### src/hw/rtl/sdt_pkg.sv
package sdt_pkg;

    localparam int TABLE_DEPTH = 64;
    localparam int IDX_W       = $clog2(TABLE_DEPTH);
    localparam int CNT_W       = $clog2(TABLE_DEPTH + 1);
    localparam int DESC_W      = 64;

    localparam logic [1:0] CMD_APPEND = 2'd0;
    localparam logic [1:0] CMD_SEARCH = 2'd1;
    localparam logic [1:0] CMD_REMOVE = 2'd2;
    localparam logic [1:0] CMD_UNUSED = 2'd3;

    localparam logic [1:0] ST_OK   = 2'd0;
    localparam logic [1:0] ST_FULL = 2'd1;
    localparam logic [1:0] ST_MISS = 2'd2;

    typedef struct packed {
        logic [1:0]  cmd;
        logic [31:0] seg_base;
        logic [19:0] seg_limit;
        logic [15:0] seg_flags;
    } t_req;

    typedef struct packed {
        logic [63:0] descriptor_word;
        logic [5:0]  entry_index;
        logic        found;
        logic [6:0]  entry_count;
        logic [1:0]  status;
    } t_rsp;

    // Flag bits 11:8 have no place in the descriptor and are dropped.
    function automatic logic [DESC_W-1:0] pack_descriptor(input t_req req);
        logic [31:0] hi;
        logic [31:0] lo;
        hi = {req.seg_base[31:24], req.seg_flags[15:12], req.seg_limit[19:16],
              req.seg_flags[7:0], req.seg_base[23:16]};
        lo = {req.seg_base[15:0], req.seg_limit[15:0]};
        return {hi, lo};
    endfunction

endpackage

### src/hw/rtl/sdt_ram.sv
module sdt_ram #(
    parameter int WIDTH = 64,
    parameter int DEPTH = 64
) (
    input  logic                     i_clk,
    input  logic                     i_we,
    input  logic [$clog2(DEPTH)-1:0] i_waddr,
    input  logic [WIDTH-1:0]         i_wdata,
    input  logic [$clog2(DEPTH)-1:0] i_raddr,
    output logic [WIDTH-1:0]         o_rdata
);

    logic [WIDTH-1:0] r_mem [DEPTH];
    logic [WIDTH-1:0] r_rdata;

    always_ff @(posedge i_clk) begin
        if (i_we) begin
            r_mem[i_waddr] <= i_wdata;
        end
        r_rdata <= r_mem[i_raddr];
    end

    assign o_rdata = r_rdata;

endmodule

### src/hw/rtl/segment_descriptor_table.sv
// Segment descriptor table. A beat is taken when start is high and busy is low; each
// beat packs base, limit and flags into a 64-bit descriptor and appends it, searches
// for it, or removes it (an unused command only answers). The result appears on o_rsp
// for exactly one cycle with o_valid high, and the receiver cannot stall it. Append, a
// full table and an unused command answer in the cycle after the beat. Search walks the
// stored entries through the single read port of the table RAM, one entry per cycle
// (an empty table answers in the cycle after the beat). Remove adds the shift of the
// later entries, again one entry per cycle through that port. The table needs no
// clearing after reset.
module segment_descriptor_table (
    input  logic          i_clk,
    input  logic          i_rst_n,
    input  logic          start,
    output logic          busy,
    input  sdt_pkg::t_req i_req,
    output logic          o_valid,
    output sdt_pkg::t_rsp o_rsp
);
    import sdt_pkg::*;

    typedef enum logic [2:0] {
        S_IDLE  = 3'b001,
        S_SCAN  = 3'b010,
        S_SHIFT = 3'b100
    } t_state;

    t_state              r_state, n_state;
    logic [CNT_W-1:0]    r_cnt, n_cnt;
    logic [CNT_W-1:0]    r_rd, n_rd;
    logic [CNT_W-1:0]    r_cmp, n_cmp;
    logic                r_cmp_vld, n_cmp_vld;
    logic [CNT_W-1:0]    r_hit, n_hit;
    logic                r_is_rm, n_is_rm;
    logic [DESC_W-1:0]   r_word, n_word;
    logic                r_valid, n_valid;
    t_rsp                r_rsp, n_rsp;

    logic                we;
    logic [IDX_W-1:0]    waddr;
    logic [DESC_W-1:0]   wdata;
    logic [IDX_W-1:0]    raddr;
    logic [DESC_W-1:0]   rdata;
    logic [DESC_W-1:0]   req_word;
    logic                match;

    assign req_word = pack_descriptor(i_req);
    assign match    = r_cmp_vld && (rdata == r_word);

    sdt_ram #(
        .WIDTH (DESC_W),
        .DEPTH (TABLE_DEPTH)
    ) u_ram (
        .i_clk   (i_clk),
        .i_we    (we),
        .i_waddr (waddr),
        .i_wdata (wdata),
        .i_raddr (raddr),
        .o_rdata (rdata)
    );

    always_comb begin
        n_state   = r_state;
        n_cnt     = r_cnt;
        n_rd      = r_rd;
        n_cmp     = r_cmp;
        n_cmp_vld = r_cmp_vld;
        n_hit     = r_hit;
        n_is_rm   = r_is_rm;
        n_word    = r_word;
        n_valid   = 1'b0;
        n_rsp     = r_rsp;
        we        = 1'b0;
        waddr     = r_cnt[IDX_W-1:0];
        wdata     = req_word;
        raddr     = r_rd[IDX_W-1:0];

        case (r_state)
            S_IDLE: begin
                if (start) begin
                    n_word                = req_word;
                    n_rsp.descriptor_word = req_word;
                    n_rsp.entry_index     = '0;
                    n_rsp.found           = 1'b0;
                    n_rsp.entry_count     = 7'(r_cnt);
                    n_rsp.status          = ST_OK;
                    case (i_req.cmd)
                        CMD_APPEND: begin
                            n_valid = 1'b1;
                            if (r_cnt == CNT_W'(TABLE_DEPTH)) begin
                                n_rsp.status = ST_FULL;
                            end else begin
                                we                = 1'b1;
                                n_cnt             = r_cnt + CNT_W'(1);
                                n_rsp.entry_index = 6'(r_cnt);
                                n_rsp.entry_count = 7'(r_cnt + CNT_W'(1));
                            end
                        end
                        CMD_SEARCH, CMD_REMOVE: begin
                            if (r_cnt == '0) begin
                                n_valid      = 1'b1;
                                n_rsp.status = ST_MISS;
                            end else begin
                                n_state   = S_SCAN;
                                n_rd      = '0;
                                n_cmp_vld = 1'b0;
                                n_is_rm   = (i_req.cmd == CMD_REMOVE);
                            end
                        end
                        default: begin
                            n_valid = 1'b1;
                        end
                    endcase
                end
            end

            S_SCAN: begin
                // Reads are issued one ahead; the compare sees the entry read last cycle.
                n_cmp_vld = (r_rd < r_cnt);
                n_cmp     = r_rd;
                if (r_rd < r_cnt) begin
                    n_rd = r_rd + CNT_W'(1);
                end
                if (match) begin
                    if (r_is_rm) begin
                        n_state   = S_SHIFT;
                        n_hit     = r_cmp;
                        n_rd      = r_cmp + CNT_W'(1);
                        n_cmp_vld = 1'b0;
                    end else begin
                        n_state               = S_IDLE;
                        n_valid               = 1'b1;
                        n_rsp.descriptor_word = r_word;
                        n_rsp.entry_index     = 6'(r_cmp);
                        n_rsp.found           = 1'b1;
                        n_rsp.entry_count     = 7'(r_cnt);
                        n_rsp.status          = ST_OK;
                    end
                end else if (r_cmp_vld && (r_cmp + CNT_W'(1) == r_cnt)) begin
                    n_state               = S_IDLE;
                    n_valid               = 1'b1;
                    n_rsp.descriptor_word = r_word;
                    n_rsp.entry_index     = '0;
                    n_rsp.found           = 1'b0;
                    n_rsp.entry_count     = 7'(r_cnt);
                    n_rsp.status          = ST_MISS;
                end
            end

            S_SHIFT: begin
                // Each entry read from slot k is written back one slot lower.
                n_cmp_vld = (r_rd < r_cnt);
                n_cmp     = r_rd;
                if (r_rd < r_cnt) begin
                    n_rd = r_rd + CNT_W'(1);
                end
                if (r_cmp_vld) begin
                    we    = 1'b1;
                    waddr = IDX_W'(r_cmp - CNT_W'(1));
                    wdata = rdata;
                end else if (r_rd >= r_cnt) begin
                    n_state               = S_IDLE;
                    n_cnt                 = r_cnt - CNT_W'(1);
                    n_valid               = 1'b1;
                    n_rsp.descriptor_word = r_word;
                    n_rsp.entry_index     = 6'(r_hit);
                    n_rsp.found           = 1'b1;
                    n_rsp.entry_count     = 7'(r_cnt - CNT_W'(1));
                    n_rsp.status          = ST_OK;
                end
            end

            default: begin
                n_state = S_IDLE;
            end
        endcase
    end

    always_ff @(posedge i_clk) begin
        if (!i_rst_n) begin
            r_state   <= S_IDLE;
            r_cnt     <= '0;
            r_cmp_vld <= 1'b0;
            r_valid   <= 1'b0;
        end else begin
            r_state   <= n_state;
            r_cnt     <= n_cnt;
            r_cmp_vld <= n_cmp_vld;
            r_valid   <= n_valid;
        end
    end

    always_ff @(posedge i_clk) begin
        r_rd    <= n_rd;
        r_cmp   <= n_cmp;
        r_hit   <= n_hit;
        r_is_rm <= n_is_rm;
        r_word  <= n_word;
        r_rsp   <= n_rsp;
    end

    assign busy    = (r_state != S_IDLE);
    assign o_valid = r_valid;
    assign o_rsp   = r_rsp;

endmodule

### config.mk
export PLATFORM = sky130hd
export DESIGN_NAME = segment_descriptor_table
export DESIGN_NICKNAME = d
export VERILOG_FILES = /design/src/hw/rtl/sdt_pkg.sv /design/src/hw/rtl/sdt_ram.sv /design/src/hw/rtl/segment_descriptor_table.sv
export SDC_FILE = /design/constraint.sdc
export NUM_CORES = 2
export LEC_CHECK = 0
export BUFFER_PORTS_ARGS = -buffer_cell sky130_fd_sc_hd__buf_2
export CAP_MARGIN = 5
export CORE_ASPECT_RATIO = 0.75
export CORE_UTILIZATION = 40
export DETAILED_ROUTE_END_ITERATION = 8
export PLACE_DENSITY = 0.59
export SYNTH_ARGS = -nofsm -noshare
export SYNTH_HDL_FRONTEND = slang
export SYNTH_HIERARCHICAL = 1
export SYNTH_SLANG_ARGS = --single-unit
### constraint.sdc
create_clock -name i_clk -period 15.3 [get_ports i_clk]
set_input_delay 0.765 -clock i_clk [delete_from_list [all_inputs] [get_ports i_clk]]
set_output_delay 0.765 -clock i_clk [all_outputs]
set_load 0.02 [all_outputs]
# --- Word-level counts from Yosys, hierarchy flattened ---
# Memory sizes are Yosys's and may differ from the RTL's. A register that Yosys moved wholly into a read port is not among the register bits.
# Cells that the tools add are included.
classes:
  n_lt_le_gt_ge: 2
  n_reduce_logical: 15
  mux: 60
  eq_ne: 16
  add_sub_neg: 5
  n_bitwise: 1
ops:
  columns: ["op", "count"]
  rows:
  - ["80-bit two-way mux", 6]
  - ["80-bit case mux with 3 select lines", 1]
  - ["64-bit two-way mux", 2]
  - ["7-bit two-way mux", 11]
  - ["64-bit equality test", 1]
  - ["3-bit two-way mux", 8]
  - ["6-bit two-way mux", 4]
  - ["7-bit by 1-bit adder with 7-bit output (second input constant)", 3]
  - ["7-bit case mux with 3 select lines", 1]
  - ["1-bit two-way mux", 20]
  - ["7-bit case mux with 2 select lines", 1]
  - ["4-bit AND reduction", 3]
  - ["6-bit AND reduction", 2]
  - ["3-bit case mux with 3 select lines", 1]
  - ["2-bit inequality test (second input constant)", 4]
  - ["7-bit equality test", 1]
  - ["7-bit equality test (second input constant)", 1]
  - ["7-bit greater-or-equal comparator", 1]
  - ["7-bit logical NOT", 1]
  - ["7-bit less-than comparator", 1]
  - ["7-bit by 1-bit subtractor with 7-bit output (second input constant)", 1]
  - ["3-bit inequality test (second input constant)", 2]
  - ["1-bit case mux with 3 select lines", 2]
  - ["6-bit by 1-bit subtractor with 6-bit output (second input constant)", 1]
  - ["other kinds (18)", 20]
totals:
  mem_bits_rw: 4096
  inputBits: 73
  register_bits: 177
  mem_count: 1
  output_inout_bits: 82
mem_list:
  columns: ["name", "depth", "width", "read_ports", "rd_ports_with_merged_regs", "wr", "line_no", "source"]
  rows:
  - ["u_ram.r_mem", 64, 64, 1, 1, 1, "sdt_ram.sv:13", "logic [WIDTH-1:0] r_mem [DEPTH];"]

# --- Depth between registers and ports, before layout ---
depth:
  word_depth: 7
  ltp_mapped: 11
  depth_no_buf: 9

# --- Hierarchy ---
# The synthesis kept the hierarchy.
by_module_without_submodules:
  columns: ["mod", "area_per_inst_um2", "n_inst", "cells_per_inst"]
  rows:
  - ["sdt_ram", 156380.0, 1, 6613]
  - ["segment_descriptor_table", 9098.7, 1, 685]

# --- Worst setup path after synthesis ---
# OpenSTA, ideal clock, no wires.
synth_timing:
  path_kind: "input port to flip-flop"
  from: "input port start"
  to: "memory u_ram.r_mem[36][0] (enable)"
  arrival_ns: 7.520
  t_required_ns: 14.735
  path_slack_ns: 7.216
  path_buffers: 1
  cell_stages: 7
  setup_ns: 0.565
  path_cell_list: "nand2_1 inv_1 a31o_2 nand2_1 or3_1 clkbuf_1 nor3_1"
synth_between:
  elab_chain_cells: 4
synth_rtl:
  columns: ["element", "line_no", "source"]
  rows:
  - ["start, declared", "segment_descriptor_table.sv:13", "input logic start,"]
  - ["1-bit two-way mux", "segment_descriptor_table.sv:79", "if (start) begin"]
  - ["1-bit case mux with 2 select lines", "segment_descriptor_table.sv:77", "case (r_state)"]
  - ["named net we", "segment_descriptor_table.sv:38", "logic we;"]
  - ["1-bit two-way mux", "sdt_ram.sv:17", "if (i_we) begin"]
  - ["1-bit two-way mux (implied by the code)", "sdt_ram.sv:18", "r_mem[i_waddr] <= i_wdata;"]
  - ["end, declared", "sdt_ram.sv:13", null]
# The timed path passes the listed nets, and every way through them passes these cells.

# --- Worst setup path in the final report ---
layout_timing:
  from: "register r_cmp_vld"
  to: "memory u_ram.r_mem[59][48] (enable)"
layout_lines:
  columns: ["element", "line_no", "source"]
  rows:
  - ["start, declared", "segment_descriptor_table.sv:31", "logic r_cmp_vld, n_cmp_vld;"]
  - ["start signal, assigned", "segment_descriptor_table.sv:187", "r_cmp_vld <= n_cmp_vld;"]
  - ["6-bit two-way mux", "segment_descriptor_table.sv:156", "if (r_cmp_vld) begin"]
  - ["6-bit two-way mux", "segment_descriptor_table.sv:77", null]
  - ["named net waddr[5]", "segment_descriptor_table.sv:39", "logic [IDX_W-1:0] waddr;"]
# The timed path passes the listed nets, and every way through them passes these cells.

==> results.md <==
* Hold Path Sink: r_word[31]$_DFFE_PP_
* Number of global-route vias before repair at between 80000 and 90000
* Crit path DAT at around 7.4 ns
* Fill cells at about 34000
* Layout cells sized above 1 at 0.292
* Crit path cell chain: inv_1 -> nor2_4 -> buf_4 -> nor2_1 -> a21oi_1 -> nand4_1 -> nor2_4 -> buf_4 -> buf_4
* Worst rel slew slack at 0.0605
* Final hold slack at 0.0719 ns
* Core Region at 412000 µm²
* Footprint of the multi-input gates at 34700 µm²
* Die Ht at 559 µm
* FP Rows at 204
* Area delta synth->final at 13.5%
* Final Cycle Share at 0.441
* Biggest area consumer among synthesized cells: edfxtp_1
* Slew Limit Fails at 0
* Nets@finish at ~7800
* Syn Area/Cell at approximately 23 µm²
* Post-Syn Instances at roughly 7300
* Max-capacitance violation count at 0
* Worst EP required at around 16 ns
* Bufs and invs on worst path at 4
* Design Area, Final at 188000 µm²
* DR vias at roughly 83000
* Most used cell, CP: buf_4
* Die width at around 740 µm
* Largest cells by area after synthesis: edfxtp_1 77%, mux4_2 14%, mux2_2 1.6%
* Commonest non-fill, non-tap cell in the layout: edfxtp_1
* Final ANT Viol Nets at 0
* Register area at roughly 130000 µm²
* Beginning of the worst register-to-register path: r_cmp_vld$_SDFFE_PN0P_
* Synth Warn # at 6
* Post-synth EDFFs at roughly 4300
* Least-Margin Pin Slew at roughly 1.4 ns
* Total global-route track usage at 0.229
* Crit Path Category: reg2reg
* Post-Syn Area at between 150000 and 200000 µm²
* CTS sink cnt at roughly 4300
* Drt wl/cell at approximately 36 µm
* Primary FF master, synth: edfxtp_1
* # DRC at 0
* Hold Path Class: in2reg
* Crit end category: flip-flop
* Clock Path Buffers at 4
* Crit-path max FO at 35
* Average vias per placed instance at approximately 6.1
* Delay-heaviest family, CP: simple AND/OR/NAND/NOR gates
* Setup TNS Final at 0 ns
* Placer's final routability congestion estimate at approximately 0.8
* Worst hold start: i_req[51]
* Clk pin slew, worst setup/hold paths at 0.06 ns
* PortBufs at 150
* Reg-to-reg critical path endpoint: u_ram/r_mem[59][48]$_DFFE_PP_
* Initial antenna violation count at 24
* Clock latency on the worst-skew pair at 1.06 ns
* Endpoints failing hold at 0
* Util after Layout at 0.456
* DRT Pass-1 Iters at 9
* Syn Nets at between 7000 and 8000
* Most frequent cells in the layout: 4261 x edfxtp_1, 1059 x mux4_2, 424 x clkbuf_16, 230 x mux2_2, 204 x buf_4
* Outcome: complete, no violations
* Area post-placement at around 170000 µm²
* Final wirelength at between 400000 and 500000 µm
* Unrepaired setup endpoints after global routing: false
* Startpoint types: flip-flop
* Flop and latch count out of synthesis at approximately 4300
* I/O Pins at between 150 and 200
* Grt total ovfl at 0
* Clock root buffer: clkbuf_16
* Slowest cell on the critical path: nor2_4
* Yosys cell types at 61
* Detailed Route Iter0 Violations at around 13000
* Htree depth at 5
* Min Tclk post-route at slightly below 7 ns
* DP HPWL at between 200000 and 300000 µm
* Share of the synthesized area in the top cell type at 0.773
* CP peak stage delay at roughly 1.3 ns
* Path depth of the worst reg2reg path at 9
* P_leak at around 58 nW
* Pin count of the biggest net entering global routing at around 150
* Hold depth at 1
* CTS buffer count at between 400 and 500
* Power Dens Cells at between 100 and 150 nW/µm²
* Flop-to-flop setup slack at about 8.5 ns
* Sequential area share after synthesis at 0.782
* Power, Total at roughly 26 mW
* Initial core utilization at 0.402
* FFs w/ async S/R, synth at 0
* CTS tree: done
* Final setup violation count at 0
* First-pass GRT wire length at ~660000 µm
* Clock skew at about 0.097 ns
* Max Fclk at around 0.15 GHz
* IR drop worst, VDD at ~0.00011 V
* Die ar. at about 420000 µm²
through the flow:
stage / worst slack [ns] / cells
6_report: 8.55 / 13600
5_1_grt: 8.40 / 13600
4_1_cts: 8.91 / 13500
3_5_place_dp: 8.85 / 12700
3_3_place_gp: 8.88 / 12700
2_1_floorplan: 7.22 / 7298
cell type report:
cell class | count | share of cell area
Multi-Input combinational cell | 2536 | 0.185
Clock inverter | 219 | 0.0119
Sequential cell | 4337 | 0.690
Tap cell | 5459 | 0.0364
Inverter | 30 | 0.000653
Clock buffer | 559 | 0.0607
Antenna cell | 6 | 0.0000800
Timing Repair Buffer | 409 | 0.0160
Yosys cell counts (10+ instances only):
cell and instances:
inv_1 27, mux2i_1 46, nand4_1 18, o21ai_0 39, o32ai_1 10, a22oi_1 187, ha_1 16, a31o_2 10
mux2_2 230, buf_1 52, o22ai_1 91, nor2b_1 14, nor3_1 72, xnor2_1 43, edfxtp_1 4261, buf_4 30
dfxtp_1 76, nand3_1 57, nor4_1 12, a21oi_1 164, xor2_1 43, mux4_2 1059, buf_2 116, a222oi_1 26
nand2_1 191, a31oi_1 28, clkbuf_1 188, nor2_1 105
how the worst max path moves through the flow:
stage                           start                            end  slack (ns)  depth (start not counted)
2_1_floorplan                   start   u_ram/r_mem[36][0]$_DFFE_PP_        7.22                          7
3_3_place_gp        r_rd[0]$_DFFE_PP_      u_ram/o_rdata[50]$_DFF_P_        8.88                         10
3_5_place_dp        r_rd[0]$_DFFE_PP_      u_ram/o_rdata[50]$_DFF_P_        8.85                         10
4_1_cts             r_rd[0]$_DFFE_PP_      u_ram/o_rdata[50]$_DFF_P_        8.91                         10
5_1_grt             r_rd[0]$_DFFE_PP_      u_ram/o_rdata[50]$_DFF_P_        8.40                         10
6_report       r_cmp_vld$_SDFFE_PN0P_  u_ram/r_mem[59][48]$_DFFE_PP_        8.55                          9
sequential cells by signal (all words and copies together) (netlist names):
name           flops
r_hit              6
r_cmp              7
r_is_rm            1
r_cnt              7
o_valid            1
u_ram/o_rdata     64
u_ram/r_mem     4096
o_rsp             80
r_rd               7
r_word            64
r_cmp_vld          1
r_state            3
layer usage:
metal | vias up | GRT usage | wire [µm] | part of all wire
li1 | 32000 | - | - | -
met4 | 10 | 0.0756 | 18400 | 0.038
met5 | - | 0 | 69 | 0.00014
met3 | 802 | 0.0465 | 51200 | 0.11
met2 | 4823 | 0.347 | 221000 | 0.46
met1 | 45000 | 0.332 | 194000 | 0.40
cells by family after synthesis:
| family | count (synthesis) | synth area share |
|---|---|---|
| flops | 4337 | 0.782 |
| mux | 1335 | 0.163 |
| compound gates | 586 | 0.0233 |
| simple gates | 512 | 0.0142 |
| buf+inv | 425 | 0.0116 |
| xor+xnor | 87 | 0.00469 |
| fa+ha+maj | 16 | 0.00121 |
power breakdown:
part	internal, mW	switching, mW
logic	0.779	1.39
clock network	5.78	4.53
registers	13.3	0.148
total	19.8	6.06
worst register-to-register path, stage by stage, from the launching register on:
cell and delay, ns:
dfxtp_1 0.79, inv_1 0.20, nor2_4 0.14, buf_4 0.54, nor2_1 0.10, a21oi_1 0.84, nand4_1 0.90, nor2_4 1.32
buf_4 0.80, buf_4 0.71
timing repair:
| item | 4_1_cts | 5_1_grt |
|---|---|---|
| gates resized for setup | 0 | 0 |
| hold endpoints to repair | 40 | 1 |
| endpoints found under the setup margin | 0 | 0 |
| buffers inserted | 0 | 0 |
| hold buffers | 37 | 1 |
(Power assumes the default switching activity.)
